## config.mk

```make
export PLATFORM = sky130hd
export DESIGN_NAME = modbus_rtu_response_checker_top
export DESIGN_NICKNAME = d
export VERILOG_FILES = /design/src/rtl/mrc_pkg.sv /design/src/rtl/mrc_in_reg.sv /design/src/rtl/mrc_core.sv /design/src/rtl/mrc_out_reg.sv /design/src/rtl/modbus_rtu_response_checker_top.sv
export VERILOG_INCLUDE_DIRS = /design/src /design/src/rtl
export SDC_FILE = /design/constraint.sdc
export NUM_CORES = 1
export LEC_CHECK = 0
export ABC_AREA = 1
export BUFFER_PORTS_ARGS = -buffer_cell sky130_fd_sc_hd__buf_2
export CAP_MARGIN = 5
export CORE_MARGIN = 1
export CORE_UTILIZATION = 57
export DETAILED_ROUTE_END_ITERATION = 7
export PLACE_DENSITY_LB_ADDON = 0.15
export SLEW_MARGIN = 20
export SYNTH_ARGS = -nofsm -noshare
export SYNTH_HDL_FRONTEND = slang
export SYNTH_SLANG_ARGS = --single-unit
```

## constraint.sdc

```tcl
create_clock -name clk -period 2.8 [get_ports clk]
set_input_delay 0.56 -clock clk [delete_from_list [all_inputs] [get_ports clk]]
set_output_delay 0.56 -clock clk [all_outputs]
set_load 0.02 [all_outputs]
```

## src/rtl/modbus_rtu_response_checker_top_assert.svh

```systemverilog
// Assertion macros shared by the Modbus RTU response checker RTL.
// Each macro expands to one labeled concurrent assertion on a clock and an active-low reset.
`ifndef MODBUS_RTU_RESPONSE_CHECKER_TOP_ASSERT_SVH
`define MODBUS_RTU_RESPONSE_CHECKER_TOP_ASSERT_SVH

// The consequent must hold in the same cycle as the antecedent.
`define MRC_ASSERT_SAME(lbl, clk, rst_n, ante, cons) \
    lbl: assert property (@(posedge clk) disable iff (!rst_n) (ante) |-> (cons)) \
        else $error("mrc assertion failed");

// The consequent must hold in the cycle after the antecedent.
`define MRC_ASSERT_NEXT(lbl, clk, rst_n, ante, cons) \
    lbl: assert property (@(posedge clk) disable iff (!rst_n) (ante) |=> (cons)) \
        else $error("mrc assertion failed");

`endif

```

## src/rtl/mrc_pkg.sv

```systemverilog
// Shared types, constants and the CRC-16 byte fold for the Modbus RTU response checker.
// No dependencies.
`default_nettype none

package mrc_pkg;

    localparam logic [15:0] CRC_INIT  = 16'hFFFF;
    localparam logic [15:0] CRC_POLY  = 16'hA001;
    localparam logic [7:0]  EXC_BIT   = 8'h80;
    localparam logic [2:0]  COUNT_MAX = 3'd5;
    localparam logic [2:0]  MIN_LEN   = 3'd4;
    localparam logic [2:0]  EXC_LEN   = 3'd5;
    localparam int          OUT_TDATA_W = 48;

    typedef enum logic [1:0] {
        ST_OK        = 2'd0,
        ST_SHORT     = 2'd1,
        ST_CRC_ERR   = 2'd2,
        ST_EXCEPTION = 2'd3
    } status_t;

    typedef struct packed {
        logic [7:0] frame_byte;
        logic       last;
    } in_item_t;

    typedef struct packed {
        logic [7:0]  exception_code;
        logic [15:0] computed_crc;
        logic [15:0] received_crc;
        status_t     status;
    } verdict_t;

    // One byte through the reflected CRC-16, one bit per step.
    function automatic logic [15:0] crc_fold(input logic [15:0] crc, input logic [7:0] b);
        logic [15:0] c;
        c = crc ^ {8'h00, b};
        for (int k = 0; k < 8; k++)
        begin
            if (c[0])
                c = (c >> 1) ^ CRC_POLY;
            else
                c = c >> 1;
        end
        return c;
    endfunction

endpackage

`default_nettype wire

```

## src/rtl/mrc_in_reg.sv

```systemverilog
// Input register of the Modbus RTU response checker: holds one received byte and its flag.
// Depends on mrc_pkg.
`default_nettype none

module mrc_in_reg (
    input  wire logic              clk,
    input  wire logic              rst_n,
    input  wire logic              s_tvalid,
    output logic                   s_tready,
    input  wire mrc_pkg::in_item_t s_item,
    input  wire logic              out_space,
    output logic                   adv,
    output mrc_pkg::in_item_t      item
);

    logic              valid_reg;
    logic              valid_next;
    mrc_pkg::in_item_t item_reg;

    // A final byte may only move on when the result register can take its verdict.
    assign adv        = valid_reg && (!item_reg.last || out_space);
    assign s_tready   = !valid_reg || adv;
    assign valid_next = s_tready ? s_tvalid : valid_reg;
    assign item       = item_reg;

    always_ff @(posedge clk or negedge rst_n)
    begin
        if (!rst_n)
            valid_reg <= 1'b0;
        else
            valid_reg <= valid_next;
    end

    always_ff @(posedge clk)
    begin
        if (s_tvalid && s_tready)
            item_reg <= s_item;
    end

endmodule

`default_nettype wire

```

## src/rtl/mrc_core.sv

```systemverilog
// Frame state and verdict logic: delay line, running CRC, byte count and captured bytes.
// Depends on mrc_pkg and the assertion macro header.
`default_nettype none
`include "modbus_rtu_response_checker_top_assert.svh"

module mrc_core (
    input  wire logic              clk,
    input  wire logic              rst_n,
    input  wire logic              adv,
    input  wire mrc_pkg::in_item_t item,
    output mrc_pkg::verdict_t      verdict
);

    logic [15:0] crc_reg,   crc_next;
    logic [7:0]  older_reg, older_next;
    logic [7:0]  newer_reg, newer_next;
    logic [2:0]  cnt_reg,   cnt_next;
    logic [7:0]  func_reg,  func_next;
    logic [7:0]  third_reg, third_next;
    logic [15:0] rx_crc;

    // A byte enters the CRC only once two newer bytes sit behind it.
    always_comb
    begin
        crc_next   = (cnt_reg >= 3'd2) ? mrc_pkg::crc_fold(crc_reg, older_reg) : crc_reg;
        older_next = newer_reg;
        newer_next = item.frame_byte;
        func_next  = (cnt_reg == 3'd1) ? item.frame_byte : func_reg;
        third_next = (cnt_reg == 3'd2) ? item.frame_byte : third_reg;
        cnt_next   = (cnt_reg < mrc_pkg::COUNT_MAX) ? cnt_reg + 3'd1 : cnt_reg;
        rx_crc     = {newer_next, older_next};

        verdict.received_crc   = rx_crc;
        verdict.computed_crc   = crc_next;
        verdict.exception_code = 8'h00;
        if (cnt_next < mrc_pkg::MIN_LEN)
            verdict.status = mrc_pkg::ST_SHORT;
        else if (rx_crc != crc_next)
            verdict.status = mrc_pkg::ST_CRC_ERR;
        else if ((cnt_next >= mrc_pkg::EXC_LEN) && ((func_next & mrc_pkg::EXC_BIT) != 8'h00))
        begin
            verdict.status         = mrc_pkg::ST_EXCEPTION;
            verdict.exception_code = third_next;
        end
        else
            verdict.status = mrc_pkg::ST_OK;
    end

    always_ff @(posedge clk or negedge rst_n)
    begin
        if (!rst_n)
        begin
            crc_reg   <= mrc_pkg::CRC_INIT;
            older_reg <= 8'h00;
            newer_reg <= 8'h00;
            cnt_reg   <= 3'd0;
            func_reg  <= 8'h00;
            third_reg <= 8'h00;
        end
        else if (adv)
        begin
            if (item.last)
            begin
                crc_reg   <= mrc_pkg::CRC_INIT;
                older_reg <= 8'h00;
                newer_reg <= 8'h00;
                cnt_reg   <= 3'd0;
                func_reg  <= 8'h00;
                third_reg <= 8'h00;
            end
            else
            begin
                crc_reg   <= crc_next;
                older_reg <= older_next;
                newer_reg <= newer_next;
                cnt_reg   <= cnt_next;
                func_reg  <= func_next;
                third_reg <= third_next;
            end
        end
    end

    `MRC_ASSERT_NEXT(a_cnt_clear, clk, rst_n, adv && item.last, cnt_reg == 3'd0)
    `MRC_ASSERT_NEXT(a_crc_clear, clk, rst_n, adv && item.last, crc_reg == mrc_pkg::CRC_INIT)
    `MRC_ASSERT_NEXT(a_cnt_moves, clk, rst_n, adv && !item.last, cnt_reg != 3'd0)
    `MRC_ASSERT_SAME(a_cnt_range, clk, rst_n, 1'b1, cnt_reg <= mrc_pkg::COUNT_MAX)

endmodule

`default_nettype wire

```

## src/rtl/mrc_out_reg.sv

```systemverilog
// Result register of the Modbus RTU response checker: holds one verdict until taken.
// Depends on mrc_pkg.
`default_nettype none

module mrc_out_reg (
    input  wire logic              clk,
    input  wire logic              rst_n,
    input  wire logic              load,
    input  wire mrc_pkg::verdict_t verdict,
    output logic                   out_space,
    output logic                   m_tvalid,
    input  wire logic              m_tready,
    output mrc_pkg::verdict_t      m_verdict
);

    logic              valid_reg;
    logic              valid_next;
    mrc_pkg::verdict_t verdict_reg;

    assign out_space  = !valid_reg || m_tready;
    assign valid_next = load || (valid_reg && !m_tready);
    assign m_tvalid   = valid_reg;
    assign m_verdict  = verdict_reg;

    always_ff @(posedge clk or negedge rst_n)
    begin
        if (!rst_n)
            valid_reg <= 1'b0;
        else
            valid_reg <= valid_next;
    end

    always_ff @(posedge clk)
    begin
        if (load)
            verdict_reg <= verdict;
    end

endmodule

`default_nettype wire

```

## src/rtl/modbus_rtu_response_checker_top.sv

```systemverilog
// Top level of the Modbus RTU response checker: input register, frame core, result register.
// Depends on mrc_pkg, mrc_in_reg, mrc_core and mrc_out_reg.
//
// Usage:
// Received response bytes enter on the s_ stream, one byte per request, with s_tlast
// high on the final byte of the frame. Every final byte yields exactly one verdict
// request on the m_ stream; other bytes yield nothing. The verdict carries the status
// (ok, too short, CRC mismatch, Modbus exception), the received and computed CRC-16
// and the exception code.
// Throughput is one byte per cycle while no final byte waits for the result register;
// a byte is registered in the input register, and the CRC fold over it is one pass of
// combinational logic into the frame state. m_tvalid rises once the final byte has
// moved on from the input register to the result register; the verdict can then be taken.
// After reset both registers are empty and the frame state is cleared (CRC 0xFFFF,
// count zero); each final byte also clears it for the next frame.
// When the receiver stalls, the verdict waits in the result register; non-final bytes
// keep flowing, and a final byte waits in the input register, holding s_tready low,
// until the result register frees up.
`default_nettype none

module modbus_rtu_response_checker_top (
    input  wire logic        clk,
    input  wire logic        rst_n,
    input  wire logic        s_tvalid,
    output logic             s_tready,
    input  wire logic [7:0]  s_tdata,   // [7:0] frame_byte
    input  wire logic        s_tlast,
    output logic             m_tvalid,
    input  wire logic        m_tready,
    // [1:0] status, [17:2] received_crc, [33:18] computed_crc,
    // [41:34] exception_code, [47:42] zero
    output logic [mrc_pkg::OUT_TDATA_W-1:0] m_tdata
);

    mrc_pkg::in_item_t s_item;
    mrc_pkg::in_item_t item;
    mrc_pkg::verdict_t verdict;
    mrc_pkg::verdict_t m_verdict;
    logic              adv;
    logic              out_space;

    assign s_item.frame_byte = s_tdata;
    assign s_item.last       = s_tlast;

    mrc_in_reg u_in_reg (
        .clk       (clk),
        .rst_n     (rst_n),
        .s_tvalid  (s_tvalid),
        .s_tready  (s_tready),
        .s_item    (s_item),
        .out_space (out_space),
        .adv       (adv),
        .item      (item)
    );

    mrc_core u_core (
        .clk     (clk),
        .rst_n   (rst_n),
        .adv     (adv),
        .item    (item),
        .verdict (verdict)
    );

    mrc_out_reg u_out_reg (
        .clk       (clk),
        .rst_n     (rst_n),
        .load      (adv && item.last),
        .verdict   (verdict),
        .out_space (out_space),
        .m_tvalid  (m_tvalid),
        .m_tready  (m_tready),
        .m_verdict (m_verdict)
    );

    assign m_tdata = {6'b000000, m_verdict};

endmodule

`default_nettype wire
```

## Word-level counts from Yosys, hierarchy flattened

Index checks and enable logic that the tools add are counted.
W data, S select, Z words.

- Logic and storage cells: 66
- Register bits after elaboration: 97

- Order comparisons: 4
- Reduce and logical (&&, ||, !) cells: 14
- Muxes and demuxes: 20
- Equal/unequal tests: 3
- $add $sub $neg: 1
- Bitwise logic cells: 10

Operator list:

| operator | number |
|---|---|
| $mux W16 | 10 |
| $mux W8 | 6 |
| $not A2 Y3 | 8 |
| $ne A16 B16 Y1 | 1 |
| $xor A16 B8 Y16 | 1 |
| $lt A3 B3 Y1 const B | 2 |
| $mux W3 | 2 |
| $logic_and A1 B1 Y1 | 5 |
| $logic_not A1 Y1 | 4 |
| $logic_or A1 B1 Y1 | 4 |
| $mux W2 | 2 |
| $add A3 B1 Y3 const B | 1 |
| $eq A3 B1 Y1 const B | 1 |
| $eq A3 B2 Y1 const B | 1 |
| $ge A3 B2 Y1 const B | 1 |
| $ge A3 B3 Y1 const B | 1 |
| $reduce_or A3 Y1 | 1 |
| $not A1 Y1 | 1 |

## Depth between registers and ports, before layout

- Depth after elaboration: 20
- Mapped depth: 19
- Gate-level depth less buffers: 19

## By module

A second synthesis with hierarchy kept.

- Cell total of the unflattened synthesis: 503
- Area, all modules: 4596.9 µm²

By module, submodules not included:

| module | area each (µm²) | instances | cells an instance |
|---|---|---|---|
| mrc_core | 2902.8 | 1 | 430 |
| mrc_out_reg | 1306.3 | 1 | 47 |
| mrc_in_reg | 331.6 | 1 | 17 |
| modbus_rtu_response_checker_top | 56.3 | 1 | 9 |

## Worst setup path after synthesis

Ideal clock, no wire load.

- Path kind: in2reg
- From: input port m_tready
- To: register u_out_reg.verdict_reg (netlist bit u_out_reg.m_verdict[0]), enable pin
- Arrival: 2.078 ns
- Setup slack: 0.325 ns
- Stages on the path: 7
- Setup time: 0.396 ns
- Path buffers: 1
- Cell sequence: nor2_1 > nand2_1 > nand2_1 > inv_1 > clkbuf_1 > nand2_1 > inv_1

- Longest elaborated chain between the ends: 4

Ends and longest elaborated chain:

| item | RTL line | RTL |
|---|---|---|
| start: declaration | modbus_rtu_response_checker_top.sv:29 | `input wire logic m_tready,` |
| $logic_or A1 B1 Y1 | mrc_out_reg.sv:20 | `assign out_space = !valid_reg \|\| m_tready;` |
| $logic_or A1 B1 Y1 | mrc_in_reg.sv:21 | `assign adv = valid_reg && (!item_reg.last \|\| out_space);` |
| $logic_and A1 B1 Y1 | mrc_in_reg.sv:21 |  |
| $logic_and A1 B1 Y1 | modbus_rtu_response_checker_top.sv:67 | `.load (adv && item.last),` |
| named net u_out_reg.load | mrc_out_reg.sv:8 | `input wire logic load,` |
| end signal: assignment | mrc_out_reg.sv:36 | `verdict_reg <= verdict;` |
| end: declaration | mrc_out_reg.sv:18 | `mrc_pkg::verdict_t verdict_reg;` |

The timed path passes the listed nets, and every way through them passes these cells.
A chain may end at the register's enable or synchronous reset.

## Worst setup path after layout

- From: register u_core.cnt_reg[0]
- To: register u_out_reg.verdict_reg (netlist bit u_out_reg.m_verdict[34]), data pin

- Elaborated cells on any way between the ends: 15

RTL lines:

| item | RTL line | RTL |
|---|---|---|
| start: declaration | mrc_core.sv:17 | `logic [2:0] cnt_reg, cnt_next;` |
| start signal: assignment | mrc_core.sv:76 | `cnt_reg <= cnt_next;` |
| $ge A3 B2 Y1 | mrc_core.sv:25 | `crc_next = (cnt_reg >= 3'd2) ? mrc_pkg::crc_fold(crc_reg, older_reg) : crc_reg;` |
| $mux W16 | mrc_core.sv:25 |  |
| named net u_core.crc_next[8] | mrc_core.sv:14 | `logic [15:0] crc_reg, crc_next;` |
| $ne A16 B16 Y1 | mrc_core.sv:38 | `else if (rx_crc != crc_next)` |
| $reduce_or A3 Y1 (no line) | -- |  |

The timed path passes the listed nets, and every way through them passes these cells. The select of a mux whose other input is x is not followed.

==> results <==
- The multi-input gate area in the final layout is 1490 µm².
- For the worst setup path, the data required time is 3.04 ns.
- The register-to-register setup slack is 0.21 ns.
- Per report_power, the combinational group accounts for 43.1% of the total.
- The net count of the finished layout is 579.
- For this design the total switching power over the nets is 2.285 mW.
- Registers take 2703 µm².
- The final count of negative-setup-slack endpoints is 0.
- The sequential share of power is 40.2%.
- The remaining number of nets flagged by the antenna check after routing is 0.
- The worst-case headroom to the max-slew limit is 62.40%.
- The final critical-path share of the clock period is 92.60%.
- The repair_antennas step left the layout with diodes totalling 0.
- The number of remaining DRC errors is 0.
- The detailed-route wire length per cell is 14.95 µm.
- The die extent in x is 91.59 µm.
- The half-perimeter wire length after placement is 7007 µm.
- The cell area that synthesis handed to floorplanning was 4574 µm².
- The clock tree buffer depth is 2.
- The wire length of the first global-routing pass is 16190 µm.
- Walking the worst path, the cells encountered are inv_1, ha_1, inv_4, nand2_8, inv_4, nand2_1, nand2_1, nand2_1, nand2_1, nand3_1, nor2_1, nand2_1, nor2_1, nand3_1, nor2_2, nand2_4, nor2_2.
- For this design, the slowest cell found on the critical path is sky130_fd_sc_hd__dfrtp_1.
- Clock tree synthesis inserted a total of 9 buffers.
- Clock latency on the worst-skew pair, taken at its later pin, is 0.37 ns.
- In this run the worst hold path is classified as input pin to asynchronous set/reset pin.
- The number of top-level design ports is 63.
- In the layout the commonest cells are sky130_fd_sc_hd__nand2_1, sky130_fd_sc_hd__inv_1, sky130_fd_sc_hd__buf_2.
- The tree built by TritonCTS fans out to 97 sinks.
- The leading cell type in the layout, fill and taps excluded is sky130_fd_sc_hd__nand2_1.
- The critical path is of the register to register type.
- Setup repair after global routing left no endpoint under its margin.
- The number of antenna violations at the first check in global routing is 0.
- The H-tree generated during clock tree synthesis spans 3 levels.
- Summed over all nets, wire length on met3 after detailed routing comes to 619 µm.
- The synthesis-stage register bit count is 97.
- Entering global routing, the biggest net connects 41 pins.
- The die height is 91.59 µm.
- Yosys printed 0 warnings.
- A synthesized cell averages 9.149 µm².
- Global routing used 25.19% of the available tracks.
- For the final database, setup skew stands at 0.01408 ns.
- The register with the most flip-flops in the layout has 42 of them.
- The worst setup path is captured at a register.
- The worst path in the final design needs a cycle of 2.593 ns, including I/O delays and setup.
- The initial utilization of the core area, before any placement, comes to 59.20%.
- The number of fillers in the final layout is 624.
- The highest layer touched by signal routing is met4.
- The most used flip-flop cell after synthesis is sky130_fd_sc_hd__edfxtp_1.
- The sequential fraction of the synthesis area is 59.08%.
- For this block, wires on met1 add up to 4331 µm.
- The count of flip-flops with a built-in enable after synthesis is 51.
- Data on the critical path arrives at its endpoint at 2.83 ns.
- The share of total power dissipated in the clock network is 16.7%.
- The worst vdd rail ir drop is 0.5883 mV.
- During placement, the flow inserted port buffers numbering 56.
- The via count is 3614.
- The number of violations of the max-capacitance limit is 0.
- In the final timing run, aggregate negative setup slack is 0 ns.
- After synthesis, the netlist uses 30 different library cells.
- The CTS tree is done.
- The ratio of routed vias to standard cells is 5.394.
- The routed wire length is 10010 µm.
- Cell internal power was estimated by the tool at 3.037 mW.
- The area of the core is 7727 µm².
- After clock tree synthesis, the clock-pin slew on the worst setup and hold paths is 0.10 ns.
- The ratio of total power to cell area is 1032 nW/µm².
- The floorplan has 32 rows.
- The violation count after the first detailed-route iteration is 275.
- Compared with the post-synthesis result, the final layout area differs by 12.75%.
- By instance count, the cell type seen most on the critical path is sky130_fd_sc_hd__nand2_1.
- The hold violation count in the final report is 0.
- The actual slew at the worst max-slew pin is 0.5639 ns.
- The startpoint type of the worst setup path is a register.
- The largest fanout on the critical path is 14.
- The buffer type at the clock tree root is sky130_fd_sc_hd__clkbuf_8.
- On the worst path, the slowest cell contributes a delay of 0.41 ns.
- The total global routing overflow is 0.
- The flow ran to the end, and the final reports show no timing, DRC or antenna violations.
- The cell count after synthesis came out at 500.
- The first detailed-routing pass took 5 iterations.
- The number of max-slew violations in the final report is 0.
- The switching share of power is 42.94%.
- The number of global-route vias before repair is 3427.
- Of the cells placed in the final design, the portion with a size suffix greater than 1 is 21.30%.
- Once layout is complete, the utilization of the core stands at 66.74%.
- Detailed routing placed a total of 4826 µm of wire on met2.
- The maximum clock frequency is 385.7 MHz.
- The full die area is 8388 µm².
- The global placer's final weighted congestion is 0.9345.
- The total power of the final layout is 5.322 mW.
- The static power due to leakage is 2.495 nW.
- The async set or reset register ratio after synthesis is 47.42%.
metrics by stage:
stage               hold slack [ns]  setup WS, ns  instances  instance area [µm²]
detailed placement           0.4536        0.1077        652                 4940
floorplan                    0.2644        0.3254        505                 4593
finish                       0.1766        0.2071        670                 5157
global placement             0.4396        0.1962        652                 4940
global route                 0.2183       0.01142        670                 5157
CTS                          0.1780       0.08459        668                 5135
area by class of cell:
class                   instances  area share [%]
repair buffers                 64           6.599
clock inverters                 6           1.116
well taps                     102           2.475
multi-input cells             312           28.89
inverters                      79           5.847
flip-flops and latches         97           52.40
clock buffers                  10           2.669
power groups by stage:
stage                     logic, mW  registers, mW  clock network [mW]
after floorplan                1.66           2.23                   0
after global placement         2.17           2.15                   0
after detailed placement       2.23           2.16                   0
after CTS                      2.24           2.14               0.905
after global routing           2.61           2.17               0.951
final                          2.30           2.14               0.887
metal layers:
layer | global-route usage (%) | up-vias
met5 | 0 | -
met4 | 10.45 | 0
met3 | 3.936 | 24
met2 | 41.42 | 147
met1 | 33.39 | 1691
li1 | - | 1752
timing repair:
| action | CTS | global route |
|---|---|---|
| hold buffers | 0 | 0 |
| setup buffers | 0 | 1 |
| resized for setup | 0 | 2 |
| endpoints found under the setup margin | 0 | 10 |
kinds of logic after synthesis:
| kind of cell | Yosys count | synth area share [%] |
|---|---|---|
| compound gates | 64 | 8.506 |
| fa+ha+maj | 3 | 0.8207 |
| buf+inv | 97 | 8.999 |
| flops | 97 | 59.08 |
| other cells | 1 | 0.08198 |
| simple gates | 238 | 22.51 |
cells in the mapped netlist, types with 2 or more instances:
cell | count | area share, %
sky130_fd_sc_hd__a21oi_1 | 2 | 0.22
sky130_fd_sc_hd__a22oi_1 | 4 | 0.66
sky130_fd_sc_hd__a31oi_1 | 2 | 0.27
sky130_fd_sc_hd__buf_1 | 3 | 0.25
sky130_fd_sc_hd__buf_4 | 6 | 0.98
sky130_fd_sc_hd__buf_6 | 3 | 0.74
sky130_fd_sc_hd__clkbuf_1 | 5 | 0.41
sky130_fd_sc_hd__dfrtp_1 | 30 | 16
sky130_fd_sc_hd__dfstp_2 | 16 | 9.2
sky130_fd_sc_hd__edfxtp_1 | 51 | 33
sky130_fd_sc_hd__ha_1 | 3 | 0.82
sky130_fd_sc_hd__inv_1 | 76 | 6.2
sky130_fd_sc_hd__inv_2 | 2 | 0.16
sky130_fd_sc_hd__nand2_1 | 163 | 13
sky130_fd_sc_hd__nand2_2 | 7 | 0.96
sky130_fd_sc_hd__nand3_1 | 38 | 4.2
sky130_fd_sc_hd__nor2_1 | 16 | 1.3
sky130_fd_sc_hd__nor2_2 | 9 | 1.2
sky130_fd_sc_hd__o211ai_1 | 2 | 0.33
sky130_fd_sc_hd__o21ai_0 | 15 | 1.6
sky130_fd_sc_hd__o22ai_1 | 38 | 5.2
path summary, 6_finish.rpt:
path,startpoint,endpoint,cells past startpoint
min reg2reg,u_core.newer_reg[7],u_out_reg.m_verdict[9],0
max in group asynchronous,rst_n,u_core.crc_reg[12],2
min,rst_n,u_core.newer_reg[2],1
min in group clk,s_tdata[5],u_in_reg.item[6],1
max reg2reg,u_core.cnt_reg[0],u_out_reg.m_verdict[34],17
max,u_core.cnt_reg[0],u_out_reg.m_verdict[34],17
worst max-delay path: cells and delay by family, from the launching register on:
family	cells	cell delay, ns
AND/OR/NAND/NOR	13	1.37
adder cells (fa/ha/maj)	1	0.24
flip-flops	1	0.41
buffers and inverters	3	0.42
Power figures use the tool's default switching activity.
